File: config.mk
export PLATFORM = sky130hd
export DESIGN_NAME = depth_window_obstacle_power_flat
export DESIGN_NICKNAME = d
export VERILOG_FILES = /design/src/design/dwop_pkg.sv /design/src/design/dwop_intf.sv /design/src/design/dwop_front.sv /design/src/design/dwop_queue.sv /design/src/design/dwop_back.sv /design/src/design/depth_window_obstacle_power.sv /design/src/flat_wrapper.sv
export SDC_FILE = /design/constraint.sdc
export NUM_CORES = 1
export LEC_CHECK = 0
export BUFFER_PORTS_ARGS = -buffer_cell sky130_fd_sc_hd__buf_2
export CELL_PAD_IN_SITES_DETAIL_PLACEMENT = 1
export CELL_PAD_IN_SITES_GLOBAL_PLACEMENT = 1
export CORE_ASPECT_RATIO = 2
export CORE_MARGIN = 2
export CORE_UTILIZATION = 30
export DETAILED_ROUTE_END_ITERATION = 10
export GPL_ROUTABILITY_DRIVEN = 0
export PLACE_DENSITY_LB_ADDON = 0.1
export SLEW_MARGIN = 5
export SYNTH_ARGS = -nofsm -noshare
export SYNTH_HDL_FRONTEND = slang
export SYNTH_HIERARCHICAL = 1
export SYNTH_SLANG_ARGS = --single-unit
File: constraint.sdc
create_clock -name i_clk -period 12.7 [get_ports i_clk]
set_input_delay 0.635 -clock i_clk [delete_from_list [all_inputs] [get_ports i_clk]]
set_output_delay 0.635 -clock i_clk [all_outputs]
set_load 0.005 [all_outputs]
File: src/design/dwop_pkg.sv
// Shared types and constants for the depth window obstacle power block.
// No dependencies; every other design file imports this package.
package dwop_pkg;

    localparam int COORD_BITS = 11;
    localparam int DEPTH_BITS = 16;

    localparam int LIMIT_W = 16;
    localparam int CSTART_W = 11;
    localparam int CEND_W = 12;
    localparam int COUNT_W = 23;
    localparam int POWER_W = 7;

    // coordinates and window bounds are compared at this width
    localparam int CMP_W = (COORD_BITS >= CEND_W) ? COORD_BITS + 1 : CEND_W;

    localparam logic [COUNT_W-1:0] COUNT_MAX = {COUNT_W{1'b1}};
    localparam logic [POWER_W-1:0] POWER_BASE = 7'd30;
    localparam int POWER_SPAN = 70;

    // quotient of 70*(limit-min)/limit stays below 2^QUO_W
    localparam int QUO_W = 7;
    localparam int NUM_W = LIMIT_W + QUO_W;
    localparam int DSR_W = LIMIT_W + QUO_W - 1;
    localparam int STEP_W = $clog2(QUO_W);

    localparam int ADDR_W = 5;
    localparam int DATA_W = 32;

    localparam logic [LIMIT_W-1:0] RST_NEAR_LIMIT = 16'd2000;
    localparam logic [CSTART_W-1:0] RST_COL_START = 11'd0;
    localparam logic [CEND_W-1:0] RST_COL_END = 12'd2048;
    localparam logic [CSTART_W-1:0] RST_ROW_START = 11'd0;
    localparam logic [CEND_W-1:0] RST_ROW_END = 12'd2048;
    localparam logic [COUNT_W-1:0] RST_COUNT_NEEDED = 23'd0;

    typedef enum logic [2:0] {
        REG_NEAR_LIMIT = 3'd0,
        REG_COL_START = 3'd1,
        REG_COL_END = 3'd2,
        REG_ROW_START = 3'd3,
        REG_ROW_END = 3'd4,
        REG_COUNT_NEEDED = 3'd5
    } t_reg_idx;

    typedef struct packed {
        logic [LIMIT_W-1:0] near_limit;
        logic [CSTART_W-1:0] col_start;
        logic [CEND_W-1:0] col_end;
        logic [CSTART_W-1:0] row_start;
        logic [CEND_W-1:0] row_end;
        logic [COUNT_W-1:0] count_needed;
    } t_cfg;

    // summary of one finished frame, handed from front to back
    typedef struct packed {
        logic seen;
        logic [LIMIT_W-1:0] min_depth;
        logic [LIMIT_W-1:0] near_limit;
    } t_frame_sum;

    typedef struct packed {
        logic push;
        logic full;
    } t_q_wr;

    typedef struct packed {
        logic pop;
        logic empty;
    } t_q_rd;

    typedef enum logic [1:0] {
        BK_IDLE = 2'd0,
        BK_DIV = 2'd1,
        BK_DONE = 2'd2
    } t_back_state;

endpackage

File: src/design/dwop_intf.sv
// Valid/ready stream interfaces for pixel requests and frame results.
// Depends on dwop_pkg for field widths.
interface dwop_pix_if;
    import dwop_pkg::*;

    logic valid;
    logic ready;
    logic [DEPTH_BITS-1:0] depth_raw;
    logic [COORD_BITS-1:0] col;
    logic [COORD_BITS-1:0] row;
    logic last_pixel;

    modport source (output valid, depth_raw, col, row, last_pixel, input ready);
    modport sink (input valid, depth_raw, col, row, last_pixel, output ready);
endinterface

interface dwop_res_if;
    import dwop_pkg::*;

    logic valid;
    logic ready;
    logic [LIMIT_W-1:0] nearest_depth;
    logic [POWER_W-1:0] motor_power;
    logic object_seen;

    modport source (output valid, nearest_depth, motor_power, object_seen, input ready);
    modport sink (input valid, nearest_depth, motor_power, object_seen, output ready);
endinterface

File: src/design/dwop_front.sv
// Front end: classifies each pixel against the window and near limit,
// keeps the frame count and minimum, and pushes a summary at frame end.
// Depends on dwop_pkg.
module dwop_front (
    input  logic                       i_clk,
    input  logic                       i_rst_n,
    input  dwop_pkg::t_cfg             i_cfg,
    input  logic                       i_valid,
    output logic                       o_ready,
    input  logic [dwop_pkg::DEPTH_BITS-1:0] i_depth_raw,
    input  logic [dwop_pkg::COORD_BITS-1:0] i_col,
    input  logic [dwop_pkg::COORD_BITS-1:0] i_row,
    input  logic                       i_last_pixel,
    output dwop_pkg::t_q_wr            o_qw,
    input  logic                       i_q_full,
    output dwop_pkg::t_frame_sum       o_sum
);
    import dwop_pkg::*;

    logic [COUNT_W-1:0] r_count, n_count;
    logic [LIMIT_W-1:0] r_min, n_min;
    logic [LIMIT_W-1:0] depth_ext;
    logic in_window, near, accept;

    assign o_ready = !i_q_full;
    assign accept = i_valid && o_ready;
    assign depth_ext = LIMIT_W'(i_depth_raw);

    always_comb begin
        in_window = (CMP_W'(i_col) >= CMP_W'(i_cfg.col_start))
                 && (CMP_W'(i_col) < CMP_W'(i_cfg.col_end))
                 && (CMP_W'(i_row) >= CMP_W'(i_cfg.row_start))
                 && (CMP_W'(i_row) < CMP_W'(i_cfg.row_end));
        near = in_window && (depth_ext != '0) && (depth_ext < i_cfg.near_limit);
        n_count = r_count;
        n_min = r_min;
        if (near) begin
            if (r_count != COUNT_MAX) begin
                n_count = r_count + 1'b1;
            end
            if (depth_ext < r_min) begin
                n_min = depth_ext;
            end
        end
    end

    // the last pixel counts toward its own frame before the summary is taken
    assign o_sum.seen = (n_count > i_cfg.count_needed) && (i_cfg.near_limit != '0);
    assign o_sum.min_depth = n_min;
    assign o_sum.near_limit = i_cfg.near_limit;
    assign o_qw.push = accept && i_last_pixel;
    assign o_qw.full = i_q_full;

    always_ff @(posedge i_clk) begin
        if (!i_rst_n) begin
            r_count <= '0;
            r_min <= RST_NEAR_LIMIT;
        end else if (accept) begin
            if (i_last_pixel) begin
                r_count <= '0;
                r_min <= i_cfg.near_limit;
            end else begin
                r_count <= n_count;
                r_min <= n_min;
            end
        end
    end

endmodule

File: src/design/dwop_queue.sv
// Two-entry queue of frame summaries between front and back.
// Depends on dwop_pkg.
module dwop_queue (
    input  logic                 i_clk,
    input  logic                 i_rst_n,
    input  dwop_pkg::t_q_wr      i_qw,
    input  dwop_pkg::t_frame_sum i_wdata,
    output logic                 o_full,
    input  dwop_pkg::t_q_rd      i_qr,
    output logic                 o_empty,
    output dwop_pkg::t_frame_sum o_rdata
);
    import dwop_pkg::*;

    t_frame_sum r_mem [2];
    logic r_wptr, r_rptr;
    logic [1:0] r_cnt;
    logic do_push, do_pop;

    assign o_full = (r_cnt == 2'd2);
    assign o_empty = (r_cnt == 2'd0);
    assign do_push = i_qw.push && !o_full;
    assign do_pop = i_qr.pop && !o_empty;
    assign o_rdata = r_mem[r_rptr];

    always_ff @(posedge i_clk) begin
        if (do_push) begin
            r_mem[r_wptr] <= i_wdata;
        end
    end

    always_ff @(posedge i_clk) begin
        if (!i_rst_n) begin
            r_wptr <= 1'b0;
            r_rptr <= 1'b0;
            r_cnt <= 2'd0;
        end else begin
            if (do_push) begin
                r_wptr <= !r_wptr;
            end
            if (do_pop) begin
                r_rptr <= !r_rptr;
            end
            if (do_push && !do_pop) begin
                r_cnt <= r_cnt + 2'd1;
            end else if (do_pop && !do_push) begin
                r_cnt <= r_cnt - 2'd1;
            end
        end
    end

endmodule

File: src/design/dwop_back.sv
// Back end: turns a frame summary into a result, with a one bit per cycle
// restoring divider for the power term, and holds the output register.
// Depends on dwop_pkg and dwop_intf.
module dwop_back (
    input  logic                 i_clk,
    input  logic                 i_rst_n,
    input  logic                 i_q_empty,
    input  dwop_pkg::t_frame_sum i_sum,
    output dwop_pkg::t_q_rd      o_qr,
    dwop_res_if.source           o_res
);
    import dwop_pkg::*;

    t_back_state r_state, n_state;
    logic r_seen, n_seen;
    logic [LIMIT_W-1:0] r_min, n_min;
    logic [NUM_W-1:0] r_rem, n_rem;
    logic [DSR_W-1:0] r_dsr, n_dsr;
    logic [QUO_W-1:0] r_quo, n_quo;
    logic [STEP_W-1:0] r_step, n_step;
    logic r_ov, n_ov;
    logic [LIMIT_W-1:0] r_odepth, n_odepth;
    logic [POWER_W-1:0] r_opower, n_opower;
    logic r_oseen, n_oseen;
    logic out_free, ge;
    logic [LIMIT_W-1:0] diff;

    assign out_free = !r_ov || o_res.ready;
    assign diff = i_sum.near_limit - i_sum.min_depth;
    assign ge = r_rem >= NUM_W'(r_dsr);

    always_comb begin
        n_state = r_state;
        n_seen = r_seen;
        n_min = r_min;
        n_rem = r_rem;
        n_dsr = r_dsr;
        n_quo = r_quo;
        n_step = r_step;
        n_ov = r_ov && !o_res.ready;
        n_odepth = r_odepth;
        n_opower = r_opower;
        n_oseen = r_oseen;
        o_qr.pop = 1'b0;
        o_qr.empty = i_q_empty;
        unique case (r_state)
            BK_IDLE: begin
                if (!i_q_empty) begin
                    o_qr.pop = 1'b1;
                    n_seen = i_sum.seen;
                    n_min = i_sum.min_depth;
                    n_quo = '0;
                    n_rem = NUM_W'(POWER_SPAN) * NUM_W'(diff);
                    n_dsr = {i_sum.near_limit, {(QUO_W-1){1'b0}}};
                    n_step = STEP_W'(QUO_W - 1);
                    // minimum at or above the limit leaves the base power
                    if (i_sum.seen && (i_sum.min_depth < i_sum.near_limit)) begin
                        n_state = BK_DIV;
                    end else begin
                        n_state = BK_DONE;
                    end
                end
            end
            BK_DIV: begin
                if (ge) begin
                    n_rem = r_rem - NUM_W'(r_dsr);
                end
                n_quo = {r_quo[QUO_W-2:0], ge};
                n_dsr = r_dsr >> 1;
                n_step = r_step - 1'b1;
                if (r_step == '0) begin
                    n_state = BK_DONE;
                end
            end
            BK_DONE: begin
                if (out_free) begin
                    n_ov = 1'b1;
                    n_oseen = r_seen;
                    n_odepth = r_seen ? r_min : '0;
                    n_opower = r_seen ? POWER_BASE + r_quo : '0;
                    n_state = BK_IDLE;
                end
            end
            default: begin
                n_state = BK_IDLE;
            end
        endcase
    end

    always_ff @(posedge i_clk) begin
        if (!i_rst_n) begin
            r_state <= BK_IDLE;
            r_ov <= 1'b0;
        end else begin
            r_state <= n_state;
            r_ov <= n_ov;
        end
    end

    always_ff @(posedge i_clk) begin
        r_seen <= n_seen;
        r_min <= n_min;
        r_rem <= n_rem;
        r_dsr <= n_dsr;
        r_quo <= n_quo;
        r_step <= n_step;
        r_odepth <= n_odepth;
        r_opower <= n_opower;
        r_oseen <= n_oseen;
    end

    assign o_res.valid = r_ov;
    assign o_res.nearest_depth = r_odepth;
    assign o_res.motor_power = r_opower;
    assign o_res.object_seen = r_oseen;

endmodule

File: src/design/depth_window_obstacle_power.sv
// Top level: configuration registers, front end, summary queue, back end.
// Depends on dwop_pkg, dwop_intf, dwop_front, dwop_queue, dwop_back.
//
//  port      dir   kind           payload
//  i_pix     in    valid/ready    depth_raw, col, row, last_pixel
//  o_res     out   valid/ready    nearest_depth, motor_power, object_seen
//  psel...   in    APB write/read six registers at byte address 4*index
//
// One pixel is taken per cycle unless the queue is full. A frame's summary
// is queued with its last pixel, popped by the back end, run through the
// 7-step divider unless the divide is skipped, and written to the output
// register; the back end works on one frame while its output register holds
// another, the queue two more. Input stalls only when the queue is full;
// reset is synchronous and clears counters, queue and output valid.
module depth_window_obstacle_power (
    input  logic                          i_clk,
    input  logic                          i_rst_n,
    dwop_pix_if.sink                      i_pix,
    dwop_res_if.source                    o_res,
    input  logic                          psel,
    input  logic                          penable,
    input  logic                          pwrite,
    input  logic [dwop_pkg::ADDR_W-1:0]   paddr,
    input  logic [dwop_pkg::DATA_W-1:0]   pwdata,
    output logic [dwop_pkg::DATA_W-1:0]   prdata,
    output logic                          pready
);
    import dwop_pkg::*;

    t_cfg r_cfg;
    t_reg_idx reg_idx;
    logic wr_en;
    t_q_wr qw;
    t_q_rd qr;
    t_frame_sum sum_in, sum_out;
    logic q_full, q_empty;

    assign pready = 1'b1;
    assign wr_en = psel && penable && pwrite;
    assign reg_idx = t_reg_idx'(paddr[ADDR_W-1:2]);

    always_ff @(posedge i_clk) begin
        if (!i_rst_n) begin
            r_cfg.near_limit <= RST_NEAR_LIMIT;
            r_cfg.col_start <= RST_COL_START;
            r_cfg.col_end <= RST_COL_END;
            r_cfg.row_start <= RST_ROW_START;
            r_cfg.row_end <= RST_ROW_END;
            r_cfg.count_needed <= RST_COUNT_NEEDED;
        end else if (wr_en) begin
            unique case (reg_idx)
                REG_NEAR_LIMIT: r_cfg.near_limit <= pwdata[LIMIT_W-1:0];
                REG_COL_START: r_cfg.col_start <= pwdata[CSTART_W-1:0];
                REG_COL_END: r_cfg.col_end <= pwdata[CEND_W-1:0];
                REG_ROW_START: r_cfg.row_start <= pwdata[CSTART_W-1:0];
                REG_ROW_END: r_cfg.row_end <= pwdata[CEND_W-1:0];
                REG_COUNT_NEEDED: r_cfg.count_needed <= pwdata[COUNT_W-1:0];
                default: ;
            endcase
        end
    end

    always_comb begin
        unique case (reg_idx)
            REG_NEAR_LIMIT: prdata = DATA_W'(r_cfg.near_limit);
            REG_COL_START: prdata = DATA_W'(r_cfg.col_start);
            REG_COL_END: prdata = DATA_W'(r_cfg.col_end);
            REG_ROW_START: prdata = DATA_W'(r_cfg.row_start);
            REG_ROW_END: prdata = DATA_W'(r_cfg.row_end);
            REG_COUNT_NEEDED: prdata = DATA_W'(r_cfg.count_needed);
            default: prdata = '0;
        endcase
    end

    dwop_front u_front (
        .i_clk        (i_clk),
        .i_rst_n      (i_rst_n),
        .i_cfg        (r_cfg),
        .i_valid      (i_pix.valid),
        .o_ready      (i_pix.ready),
        .i_depth_raw  (i_pix.depth_raw),
        .i_col        (i_pix.col),
        .i_row        (i_pix.row),
        .i_last_pixel (i_pix.last_pixel),
        .o_qw         (qw),
        .i_q_full     (q_full),
        .o_sum        (sum_in)
    );

    dwop_queue u_queue (
        .i_clk   (i_clk),
        .i_rst_n (i_rst_n),
        .i_qw    (qw),
        .i_wdata (sum_in),
        .o_full  (q_full),
        .i_qr    (qr),
        .o_empty (q_empty),
        .o_rdata (sum_out)
    );

    dwop_back u_back (
        .i_clk     (i_clk),
        .i_rst_n   (i_rst_n),
        .i_q_empty (q_empty),
        .i_sum     (sum_out),
        .o_qr      (qr),
        .o_res     (o_res)
    );

endmodule

File: src/flat_wrapper.sv
// flat-port wrapper written by rule: the top's interface ports become plain ports
module depth_window_obstacle_power_flat import dwop_pkg::*;
  (i_clk, i_rst_n, psel, penable, pwrite, paddr, pwdata, prdata, pready, i_pix_valid, i_pix_depth_raw, i_pix_col, i_pix_row, i_pix_last_pixel, i_pix_ready, o_res_valid, o_res_nearest_depth, o_res_motor_power, o_res_object_seen, o_res_ready);
  dwop_pix_if i_pix_i ();
  dwop_res_if o_res_i ();
  input  logic i_clk;
  input  logic i_rst_n;
  input  logic psel;
  input  logic penable;
  input  logic pwrite;
  input  logic [dwop_pkg::ADDR_W-1:0] paddr;
  input  logic [dwop_pkg::DATA_W-1:0] pwdata;
  output logic [dwop_pkg::DATA_W-1:0] prdata;
  output logic pready;
  input wire logic [$bits(i_pix_i.valid)-1:0] i_pix_valid;
  input wire logic [$bits(i_pix_i.depth_raw)-1:0] i_pix_depth_raw;
  input wire logic [$bits(i_pix_i.col)-1:0] i_pix_col;
  input wire logic [$bits(i_pix_i.row)-1:0] i_pix_row;
  input wire logic [$bits(i_pix_i.last_pixel)-1:0] i_pix_last_pixel;
  output wire logic [$bits(i_pix_i.ready)-1:0] i_pix_ready;
  output wire logic [$bits(o_res_i.valid)-1:0] o_res_valid;
  output wire logic [$bits(o_res_i.nearest_depth)-1:0] o_res_nearest_depth;
  output wire logic [$bits(o_res_i.motor_power)-1:0] o_res_motor_power;
  output wire logic [$bits(o_res_i.object_seen)-1:0] o_res_object_seen;
  input wire logic [$bits(o_res_i.ready)-1:0] o_res_ready;
  assign i_pix_i.valid = i_pix_valid;
  assign i_pix_i.depth_raw = i_pix_depth_raw;
  assign i_pix_i.col = i_pix_col;
  assign i_pix_i.row = i_pix_row;
  assign i_pix_i.last_pixel = i_pix_last_pixel;
  assign i_pix_ready = i_pix_i.ready;
  assign o_res_valid = o_res_i.valid;
  assign o_res_nearest_depth = o_res_i.nearest_depth;
  assign o_res_motor_power = o_res_i.motor_power;
  assign o_res_object_seen = o_res_i.object_seen;
  assign o_res_i.ready = o_res_ready;
  depth_window_obstacle_power u_core (.i_clk(i_clk), .i_rst_n(i_rst_n), .i_pix(i_pix_i), .o_res(o_res_i), .psel(psel), .penable(penable), .pwrite(pwrite), .paddr(paddr), .pwdata(pwdata), .prdata(prdata), .pready(pready));
endmodule
---- Word-level counts from Yosys, hierarchy flattened ----
Memories as Yosys holds them, arrays and structs flattened. A register that Yosys moved wholly into a read port is not among the register bits.
Cells that the tools add are included.
Widths: inputs -> output; s select.
cells by class
  add/subtract/negate cells ............... 7
  multiply operators ...................... 1
  magnitude comparators ................... 9
  equal/unequal tests ..................... 13
  mux-type cells .......................... 31
  bitwise operators ....................... 1
  reductions and logical operators ........ 44
operator list
  operator               count
  $pmux 23 s6            1
  $mux 23                5
  $lt 16x16->1           3
  $mux 16                3
  $pmux 23 s2            1
  $pmux 22 s2            1
  $reduce_bool 16->1     2
  $lt 11x12->1           2
  $add 23x1->23 const B  1
  $ge 23x22->1           1
  $gt 23x23->1           1
  $ne 23x23->1 const B   1
  $sub 23x22->23         1
  $ge 11x11->1           2
  $mul 6x16->22 const A  1
  $mux 22                1
  $reduce_and 2->1       9
  $logic_and 1x1->1      16
  $sub 16x16->16         1
  $pmux 7 s2             1
  $mux 2                 6
  $logic_not 1->1        8
  $mux 1                 8
  $ne 2x2->1 const B     4
  19 further kinds       26
word-level totals
  register bits after elaboration ......... 227
  RAM bits ................................ 66
  output and inout port bits .............. 59
  memories ................................ 1
memories
  name                  depth  width  rd ports  clocked after memory_dff  write ports  line              text
  u_core.u_queue.r_mem  2      33     1         1                         1            dwop_queue.sv:15  t_frame_sum r_mem [2];

---- Depth between registers and ports, before layout ----
Gate-level depths: netlist of run 1.
  depth in word-level cells ............... 9
  depth in mapped cells ................... 26
  mapped depth without buffers ............ 24

---- Hierarchy ----
Netlist of run 1, hierarchy kept.
modules (own cells, without submodules)
  module                       times used  cells an instance  area an instance (µm²)  seq. area each (µm²)
  dwop_back                    1           769                7483.4                  2942.8
  dwop_front                   1           725                5377.7                  780.7
  depth_window_obstacle_power  1           421                4016.4                  1701.6
  dwop_queue                   1           128                2607.5                  2082.0

---- Worst setup path before layout of run 1 ----
Ideal clock, no wire load.
  path type ............................... reg2reg
  from .................................... register with a tool-made name
  to ...................................... register u_core.u_back.r_rem[20] (data pin)
  setup time .............................. 0.269 ns
  data arrival time ....................... 5.292 ns
  setup slack ............................. 7.139 ns
  cell stages (with the launch flop) ...... 24
  path buffers ............................ 2
  cells stage by stage .................... dfxtp_1 -> buf_2 -> buf_2 -> mux2_2 -> ha_1 -> nor2b_1 -> o31ai_1 -> a211oi_1 -> o21ai_2 -> a21boi_1 -> or4b_1 -> o2111ai_1 -> ha_1 -> ha_1 -> inv_1 -> fa_1 -> inv_1 -> ha_1 -> and3_1 -> nand3_1 -> o31a_1 -> a31oi_1 -> xnor2_1 -> mux2i_1
RTL lines
  element               line              text
  end signal, assigned  dwop_back.sv:103  r_rem <= n_rem;
  end, declared         dwop_back.sv:17   logic [NUM_W-1:0] r_rem, n_rem;

==> out/results.tsv, run 1 <==
stage	metric	value	unit
clocking	clock-pin transition on the worst setup and hold timing paths	0.06	ns
floorplanning	IO Pins	142	
min_path	WHS Path Cells	3	
floorplanning	Site Rows	132	
clocking	TritonCTS Sinks	294	
sta	endpoints failing setup	0	
flow_run	max-cap violations	0	
sta	period utilisation layout	52.1	%
worst_setup_path	Buf/Inv on CP	4	
worst_setup_path	worst endpoint required time	13.01	ns
sta	Slew @ Worst Pin	1.16	ns
placement	dpl ws	5.99	ns
global_route	vias in the first global route	15100	
floorplanning	Core ar.	64400	sq um
worst_setup_path	r2r setup slk	6.08	ns
sta	Fmax	151	MHz
worst_setup_path	Slowest-stage cell, CP	o31ai_1	
clocking	clk buf depth	3	
cells_and_area	share of cells above drive strength 1	14.1	%
sta	RSZ-0062 raised after global routing	false	
clocking	CTS tree	built	
min_path	worst hold path endpoint	u_core/r_cfg[20]	
clocking	post-CTS setup buffer count	0	
sta	slew margin rel.	22.4	%
min_path	HP Start	pwdata[20]	
sta	setup TNS	0	ns
min_path	Hold Path Class	input pin to register	
floorplanning	Initial Util	30.2	%
routing	WL per Instance	20.1	um
routing	Via Count	14900	
sta	Slew Viols, Final	0	
yosys	synthesized area per cell	9.54	sq um
sta	Fin. Hold Viols	0	
routing	Total Wirelength	59300	um
placement	post-DP HPWL	44800	um
worst_setup_path	cells along the critical path	buf_4 -> mux2_2 -> inv_1 -> ha_1 -> nor2b_1 -> o31ai_1 -> a21oi_1 -> a21o_1 -> a21oi_1 -> xnor2_1 -> ha_1 -> ha_1 -> inv_1 -> fa_1 -> inv_1 -> ha_1 -> a21oi_1 -> nand2_1 -> o41ai_2 -> o21ai_1 -> a31oi_1 -> xor2_1 -> o211ai_1	
cells_and_area	most common cell after layout, fill and taps aside	inv_1	
cells_and_area	Multi-input gate area	10600	sq um
sta	crit path time final	6.62	ns
routing	DR vias/cell	5.08	
worst_setup_path	Startpoint Class	register	
cells_and_area	most frequent cells in the layout	221 x inv_1, 205 x nand2_1, 186 x ha_1, 162 x edfxtp_1, 132 x dfxtp_1	
global_route	first-pass GRT wire length	91500	um
cells_and_area	Layout area overhead	11.9	%
worst_setup_path	Max FO, Critical Path	33	
routing	Antenna Nets Post-Route	0	
worst_setup_path	crit-path most repeated cell	ha_1	
status	status	complete, no violations	
worst_setup_path	Crit path largest cell delay	0.56	ns
worst_setup_path	capturing point of the worst reg2reg path	u_core/u_back/r_rem[17]	
floorplanning	Die H	364	um
global_route	gr usage total	17.8	%
worst_setup_path	CP arrival	6.93	ns
yosys	Syn Std Cell Area	19500	sq um
worst_setup_path	CP endpoint kind	register	
clocking	cts repair resizes	0	
clocking	H-Tree Depth	2	
clocking	total CTS buffers	34	
yosys	YS warnings	6	
cells_and_area	# fillers	7478	
floorplanning	DIE WIDTH	184	um
worst_setup_path	critical setup path kind	register to register	
global_route	initial antenna violation count	3	
routing	drt initial violations	665	
cells_and_area	nets	2399	
worst_setup_path	critical path's top delay family	compound AO/OA/AOI/OAI gates	
clocking	Post-CTS Hold Fix Bufs	0	
cells_and_area	register area	7510	sq um
routing	DRT Pass-1 Iters	4	
sta	worst setup margin	6.08	ns
global_route	total congestion overflow	0	
cells_and_area	ant diodes	0	
worst_setup_path	Worst Reg-to-Reg Cells	23	
floorplanning	die area	67100	sq um
placement	quantity of I/O buffers inserted on ports	120	
routing	DR DRC count	0	
global_route	largest net degree at the start of global routing	77	
yosys	Gate Count Post-Synth	2041	
sta	Clock Skews	0.0147	ns
clocking	clk root buf	clkbuf_16	
clocking	Clock Latency Late Sink	0.57	ns
[state kept, by name (all words and copies together), names as in the netlist, 2 cells and up, named ones only]
register	flops
u_core/u_front/r_count	23
u_core/u_back/r_step	3
u_core/r_cfg	85
u_core/u_back/r_quo	7
u_core/u_back/r_dsr	22
u_core/u_back/o_res.motor_power	7
u_core/u_front/r_min	16
u_core/u_back/r_min	16
u_core/u_queue/r_mem	66
u_core/u_back/o_res.nearest_depth	16
u_core/u_queue/r_cnt	2
u_core/u_back/r_rem	23
u_core/u_back/r_state	2
[per-layer routing]
metal	up-vias	track usage, %	routed length (um)
met2	202	29.0	27500
met5	-	0	23
met3	51	2.41	1870
met4	4	3.89	966
li1	7440	-	-
met1	7252	25.1	28900
[tightest hold or removal path, stage by stage]
cell and delay [ns]:
buf_2 0.09, nand2_1 0.04, mux2i_1 0.06
[worst max path at each step]
stage	start	depth (start not counted)	endpoint	slack [ns]
2_1_floorplan	register	23	u_core/u_back/r_rem[20]	7.14
3_3_place_gp	register	23	u_core/u_back/r_rem[17]	5.99
3_5_place_dp	register	23	u_core/u_back/r_rem[17]	5.99
4_1_cts	register	23	u_core/u_back/r_rem[17]	5.95
5_1_grt	register	23	u_core/u_back/r_rem[17]	5.47
6_report	register	23	u_core/u_back/r_rem[17]	6.08
[layout make-up]
cell class / count / area share [%]
sequential: 294 / 34.4
tap: 804 / 4.62
timing repair buffer: 139 / 3.42
inverter: 223 / 3.84
clock inverter: 20 / 0.827
multi-input combinational: 1424 / 48.7
clock buffer: 41 / 4.16
[through the flow]
| step | util, % | cell area [sq um] | hold WS [ns] | std cells |
|---|---|---|---|---|
| after floorplan | - | 19500 | 0.441 | 2049 |
| after CTS | 33.8 | 21800 | 0.287 | 2945 |
| after detailed placement | 32.1 | 20700 | 0.459 | 2884 |
| after global routing | 33.8 | 21800 | 0.319 | 2945 |
| after global placement | 32.1 | 20700 | 0.456 | 2884 |
| final | 33.8 | 21800 | 0.319 | 2945 |
Power of run 1 is not shown: default switching activity piles up to over one toggle a cycle in this logic, so the estimate is an artifact.
==> inputs of run 2 (changes only) <==
Clock period 12.7 ns to 5.7 ns, I/O delays scaled along.
==> run 2 against run 1 <==
  * Worst setup slack lost 5.8 ns
  * First-iteration DRC count shrank 12%
  * Register-to-register slack lost 5.8 ns
  * Core utilization grew 1.4 points
  * Clock skew shrank 0.00097 ns
  * Via count grew 3.0%
  * Count of clock-buffer cells in the layout grew 6
  * Global-route usage grew 0.38 points
  * Wire length grew 3.2%
  * Critical path type unchanged
  * Largest cell class unchanged
  * Highest routed layer is now met4
==> out/results.tsv, run 2 (synthesized netlist as in run 1, its figures left out) <==
stage	metric	value	unit	change
status	status	complete, no violations		unchanged
global_route	largest net degree at the start of global routing	73		was 77
sta	Fmax	184	MHz	was 151 MHz
floorplanning	IO Pins	142		unchanged
floorplanning	DIE WIDTH	184	um	unchanged
routing	DR vias/cell	5.07		was 5.08
floorplanning	Die H	364	um	unchanged
clocking	clk buf depth	3		unchanged
placement	Cell Area, Placed	21300	sq um	was 20700 sq um
routing	WL per Instance	20.1	um	about the same
min_path	Hold Path Class	input pin to register		unchanged
min_path	WHS Path Cells	3		unchanged
global_route	initial antenna violation count	2		was 3
worst_setup_path	worst endpoint required time	6.03	ns	was 13.01 ns
cells_and_area	Largest Register	u_core/r_cfg		unchanged
cells_and_area	most frequent cells in the layout	221 x inv_1, 204 x nand2_1, 181 x ha_1, 162 x edfxtp_1, 131 x dfxtp_1		was 221 x inv_1, 205 x nand2_1, 186 x ha_1, 162 x edfxtp_1, 132 x dfxtp_1
sta	Clock Skews	0.0137	ns	was 0.0147 ns
worst_setup_path	Max FO, Critical Path	15		was 33
routing	Antenna Nets Post-Route	0		unchanged
worst_setup_path	capturing point of the worst reg2reg path	u_core/u_back/r_rem[20]		was u_core/u_back/r_rem[17]
cells_and_area	top flop regs	u_core/r_cfg x85, u_core/u_queue/r_mem x66		unchanged
sta	Slew @ Worst Pin	1.17	ns	was 1.16 ns
cells_and_area	Layout area overhead	16.7	%	was 11.9%
sta	slew margin rel.	21.6	%	was 22.4%
cells_and_area	max reg flops	85		unchanged
sta	Slew Viols, Final	0		unchanged
cells_and_area	fin util	35.3	%	was 33.8%
sta	endpoints failing setup	0		unchanged
min_path	HP Start	pwdata[7]		was pwdata[20]
routing	Via Count	15400		was 14900
cells_and_area	share of cells above drive strength 1	18.4	%	was 14.1%
routing	Total Wirelength	61200	um	was 59300 um
cells_and_area	most common cell after layout, fill and taps aside	inv_1		unchanged
clocking	total CTS buffers	31		was 34
global_route	vias in the first global route	15600		was 15100
worst_setup_path	Worst Reg-to-Reg Cells	24		was 23
routing	DR DRC count	0		unchanged
floorplanning	die area	67100	sq um	unchanged
routing	DRT Pass-1 Iters	4		unchanged
floorplanning	Initial Util	30.2	%	unchanged
global_route	first-pass GRT wire length	93800	um	was 91500 um
global_route	gr usage total	18.2	%	was 17.8%
floorplanning	Core ar.	64400	sq um	unchanged
floorplanning	Site Rows	132		unchanged
sta	crit path time final	5.43	ns	was 6.62 ns
global_route	total congestion overflow	0		unchanged
flow_run	max-cap violations	0		unchanged
clocking	clock-pin transition on the worst setup and hold timing paths	0.07	ns	was 0.06 ns
worst_setup_path	CP arrival	5.76	ns	was 6.93 ns
clocking	CTS tree	built		unchanged
worst_setup_path	Startpoint Class	register		unchanged
cells_and_area	nets	2492		was 2399
sta	hold slack	0.0377	ns	was 0.319 ns
sta	RSZ-0062 raised after global routing	true		was false
worst_setup_path	r2r setup slk	0.27	ns	was 6.08 ns
clocking	Clock Latency Late Sink	0.61	ns	was 0.57 ns
placement	quantity of I/O buffers inserted on ports	120		unchanged
worst_setup_path	critical setup path kind	register to register		unchanged
sta	period utilisation layout	95.3	%	was 52.1%
clocking	TritonCTS Sinks	294		unchanged
clocking	H-Tree Depth	1		was 2
placement	post-DP HPWL	46600	um	was 44800 um
sta	setup TNS	0	ns	unchanged
sta	Fin. Hold Viols	0		unchanged
cells_and_area	final instance area	22700	sq um	was 21800 sq um
worst_setup_path	CP endpoint kind	register		unchanged
min_path	worst hold path endpoint	u_core/r_cfg[76]		was u_core/r_cfg[20]
clocking	clk root buf	clkbuf_16		unchanged
routing	drt initial violations	582		was 665
## run 2: final cells by class
type / instances / area [sq um]
Antenna cell: 1 / 2.50
Clock buffer: 47 / 927
Clock inverter: 11 / 135
Fill cell: 7410 / 41700
Inverter: 223 / 837
Multi-Input combinational cell: 1424 / 10800
Sequential cell: 294 / 7510
Tap cell: 804 / 1010
Timing Repair Buffer: 235 / 1520
## run 2: metal layers
layer / GRT usage [%] / wire [um]
met5: 0 / 0
met3: 1.77 / 1490
met4: 3.61 / 910
met2: 30.8 / 29500
met1: 25.2 / 29300
## run 2: worst max path at each step
stage / startpoint / end / slack [ns] / cells past startpoint
floorplan: register / u_core/u_back/r_rem[20] / 0.14 / 23
global placement: register / u_core/u_back/r_rem[16] / 0.02 / 24
detailed placement: register / u_core/u_back/r_rem[16] / -0.03 / 25
CTS: register / u_core/u_back/r_rem[20] / -0.009 / 24
global route: register / u_core/u_back/r_rem[19] / -0.07 / 25
finish: register / u_core/u_back/r_rem[20] / 0.27 / 24
## run 2: worst max-delay path: stages (launching register included)
cell and delay, ns:
dfxtp_2 0.34, buf_12 0.15, buf_4 0.14, mux2_2 0.22, inv_1 0.04, ha_1 0.21, or4_4 0.54, o21ai_2 0.10
a211oi_2 0.08, o21ai_2 0.19, a21boi_2 0.09, or4b_1 0.49, o2111ai_2 0.11, ha_1 0.28, ha_1 0.27, inv_1 0.05
fa_1 0.52, inv_1 0.04, ha_1 0.29, and3_4 0.19, nand3_1 0.10, o31a_1 0.30, a31oi_2 0.18, xnor2_1 0.14
mux2i_1 0.09
## run 2: stage by stage
stage	instances	worst slack, ns
3_5_place_dp	2961	-0.0254
2_1_floorplan	2049	0.139
5_1_grt	3039	-0.0732
6_report	3039	0.268
4_1_cts	3035	-0.00900
3_3_place_gp	2961	0.0249
## run 2: timing repair
item                                    in CTS  in global routing
hold endpoints to repair                    23                  0
gates resized for setup                      4                 34
hold buffers                                16                  0
setup buffers                                0                  3
pin swaps                                    0                 17
endpoints found under the setup margin       7                 11
Power of run 2 is left out for the same reason.
==> inputs of run 3 (changes only) <==
Settings changed: CELL_PAD_IN_SITES_DETAIL_PLACEMENT 1 to default, CELL_PAD_IN_SITES_GLOBAL_PLACEMENT 1 to default, CORE_UTILIZATION 30 to 41, PLACE_DENSITY_LB_ADDON 0.1 to default.
==> run 3 against run 2 <==
  * Worst hold slack got worse by 0.017 ns
  * Core utilization grew 12 points
  * Worst setup slack worse by 0.068 ns
  * Count of clock-buffer cells in the layout down 5
  * Register-to-register slack got worse by 0.07 ns
  * Maximum frequency is 1.2% lower
  * Clock skew about the same
  * Critical path type unchanged
  * Via count is 0.84% lower
==> out/results.tsv, run 3 (synthesized netlist as in run 1, its figures left out) <==
stage	metric	value	unit	change
routing	WL per Instance	18.0	um	was 20.1 um
min_path	Hold Path Class	input pin to register		unchanged
cells_and_area	share of cells above drive strength 1	17.5	%	was 18.4%
sta	slew margin rel.	29.3	%	was 21.6%
floorplanning	Die H	312	um	was 364 um
worst_setup_path	Max FO, Critical Path	9		was 15
worst_setup_path	CP arrival	5.79	ns	was 5.76 ns
routing	DR DRC count	0		unchanged
global_route	gr usage total	20.3	%	was 18.2%
routing	DR vias/cell	5.40		was 5.07
flow_run	max-cap violations	0		unchanged
sta	crit path time final	5.50	ns	was 5.43 ns
routing	drt initial violations	1144		was 582
clocking	H-Tree Depth	1		unchanged
floorplanning	IO Pins	142		unchanged
global_route	largest net degree at the start of global routing	80		was 73
cells_and_area	Layout area overhead	14.1	%	was 16.7%
sta	Slew Viols, Final	0		unchanged
cells_and_area	Largest Register	u_core/r_cfg		unchanged
clocking	total CTS buffers	29		was 31
placement	quantity of I/O buffers inserted on ports	120		unchanged
cells_and_area	nets	2458		was 2492
sta	Clock Skews	0.0135	ns	was 0.0137 ns
cells_and_area	fin util	47.1	%	was 35.3%
worst_setup_path	critical setup path kind	register to register		unchanged
worst_setup_path	CP endpoint kind	register		unchanged
worst_setup_path	Startpoint Class	register		unchanged
global_route	total congestion overflow	0		unchanged
placement	placed instance count	2755		was 2961
routing	DRT Pass-1 Iters	5		was 4
cells_and_area	most common cell after layout, fill and taps aside	inv_1		unchanged
cells_and_area	ant diodes	0		was 1
floorplanning	Core ar.	47200	sq um	was 64400 sq um
routing	Via Count	15300		was 15400
sta	period utilisation layout	96.5	%	was 95.3%
sta	Slew @ Worst Pin	1.06	ns	was 1.17 ns
cells_and_area	most frequent cells in the layout	220 x inv_1, 206 x nand2_1, 180 x ha_1, 162 x edfxtp_1, 131 x dfxtp_1		was 221 x inv_1, 204 x nand2_1, 181 x ha_1, 162 x edfxtp_1, 131 x dfxtp_1
sta	Fmax	182	MHz	was 184 MHz
sta	endpoints failing setup	0		unchanged
clocking	clk buf depth	3		unchanged
cells_and_area	Layout Cells excl Fill	2829		was 3039
clocking	Clock Latency Late Sink	0.57	ns	was 0.61 ns
floorplanning	Site Rows	113		was 132
status	status	complete, no violations		unchanged
clocking	clk root buf	clkbuf_16		unchanged
global_route	vias in the first global route	14600		was 15600
placement	post-DP HPWL	37700	um	was 46600 um
global_route	initial antenna violation count	2		unchanged
floorplanning	Initial Util	41.2	%	was 30.2%
routing	Total Wirelength	51000	um	was 61200 um
cells_and_area	top flop regs	u_core/r_cfg x85, u_core/u_queue/r_mem x66		unchanged
floorplanning	DIE WIDTH	158	um	was 184 um
clocking	clock-pin transition on the worst setup and hold timing paths	0.07	ns	about the same
global_route	first-pass GRT wire length	79100	um	was 93800 um
clocking	TritonCTS Sinks	294		unchanged
cells_and_area	max reg flops	85		unchanged
clocking	CTS tree	built		unchanged
sta	Fin. Hold Viols	0		unchanged
floorplanning	die area	49400	sq um	was 67100 sq um
routing	Antenna Nets Post-Route	0		unchanged
worst_setup_path	worst endpoint required time	5.99	ns	was 6.03 ns
==> run 3: worst max-delay path: stages, from the launching register on <==
cell and delay [ns]:
dfxtp_4 0.36, buf_12 0.14, buf_4 0.13, mux2_2 0.22, inv_1 0.04, ha_1 0.18
or4_1 0.55, o21ai_2 0.11, a211oi_1 0.09, o21ai_2 0.14, a21boi_1 0.12, o21ai_0 0.36
o2111ai_4 0.21, ha_1 0.34, ha_1 0.28, inv_1 0.05, fa_1 0.53, inv_1 0.04
ha_1 0.29, and3_4 0.19, nand3_1 0.12, o31a_1 0.30, a31oi_2 0.19, xnor2_1 0.15
mux2i_1 0.09
==> run 3: path summary, 6_finish.rpt <==
path	from	to	cells past startpoint	slack [ns]
max	register	u_core/u_back/r_rem[20]	24	0.20
min	pwdata[15]	u_core/r_cfg[15]	3	0.02
max reg2reg	register	u_core/u_back/r_rem[20]	24	0.20
min reg2reg	u_core/r_cfg[22]	u_core/r_cfg[22]	2	0.47
==> run 3: cell type report <==
| class | count | area [sq um] |
|---|---|---|
| Clock buffer | 42 | 845 |
| Clock inverter | 11 | 110 |
| Sequential cell | 294 | 7510 |
| Multi-Input combinational cell | 1424 | 10800 |
| Inverter | 223 | 837 |
| Tap cell | 632 | 791 |
| Fill cell | 4527 | 25000 |
| Timing Repair Buffer | 203 | 1290 |
==> run 3: routing by layer <==
layer  GRT usage (%)  share of wire [%]  vias to the layer above  wire [um]
met5               0                  0                        -          0
met4            6.22                2.9                        0       1470
met3            2.33                4.4                       72       2250
met2            33.2                 48                      350      24300
met1            28.1                 45                     7288      23000
li1                -                  -                     7556          -
==> run 3: stage by stage <==
step | setup TNS [ns] | setup slack, ns | hold WS (ns) | instance area (sq um)
after floorplan | 0 | 0.139 | 0.403 | 19500
final | 0 | 0.200 | 0.0208 | 22200
after CTS | 0 | 0.0135 | 0.00219 | 21900
after global routing | -0.220 | -0.0926 | 0.0300 | 22200
after global placement | -0.0126 | -0.0126 | 0.454 | 20800
after detailed placement | -0.246 | -0.0886 | 0.461 | 20800
==> run 3: repair_timing <==
item	CTS	global route
setup endpoints to repair	7	10
cloned	0	1
setup buffers	0	8
pin swaps	0	23
hold buffers	12	0
gates resized for setup	2	42
hold endpoints to repair	16	0
Power of run 3 is left out for the same reason.
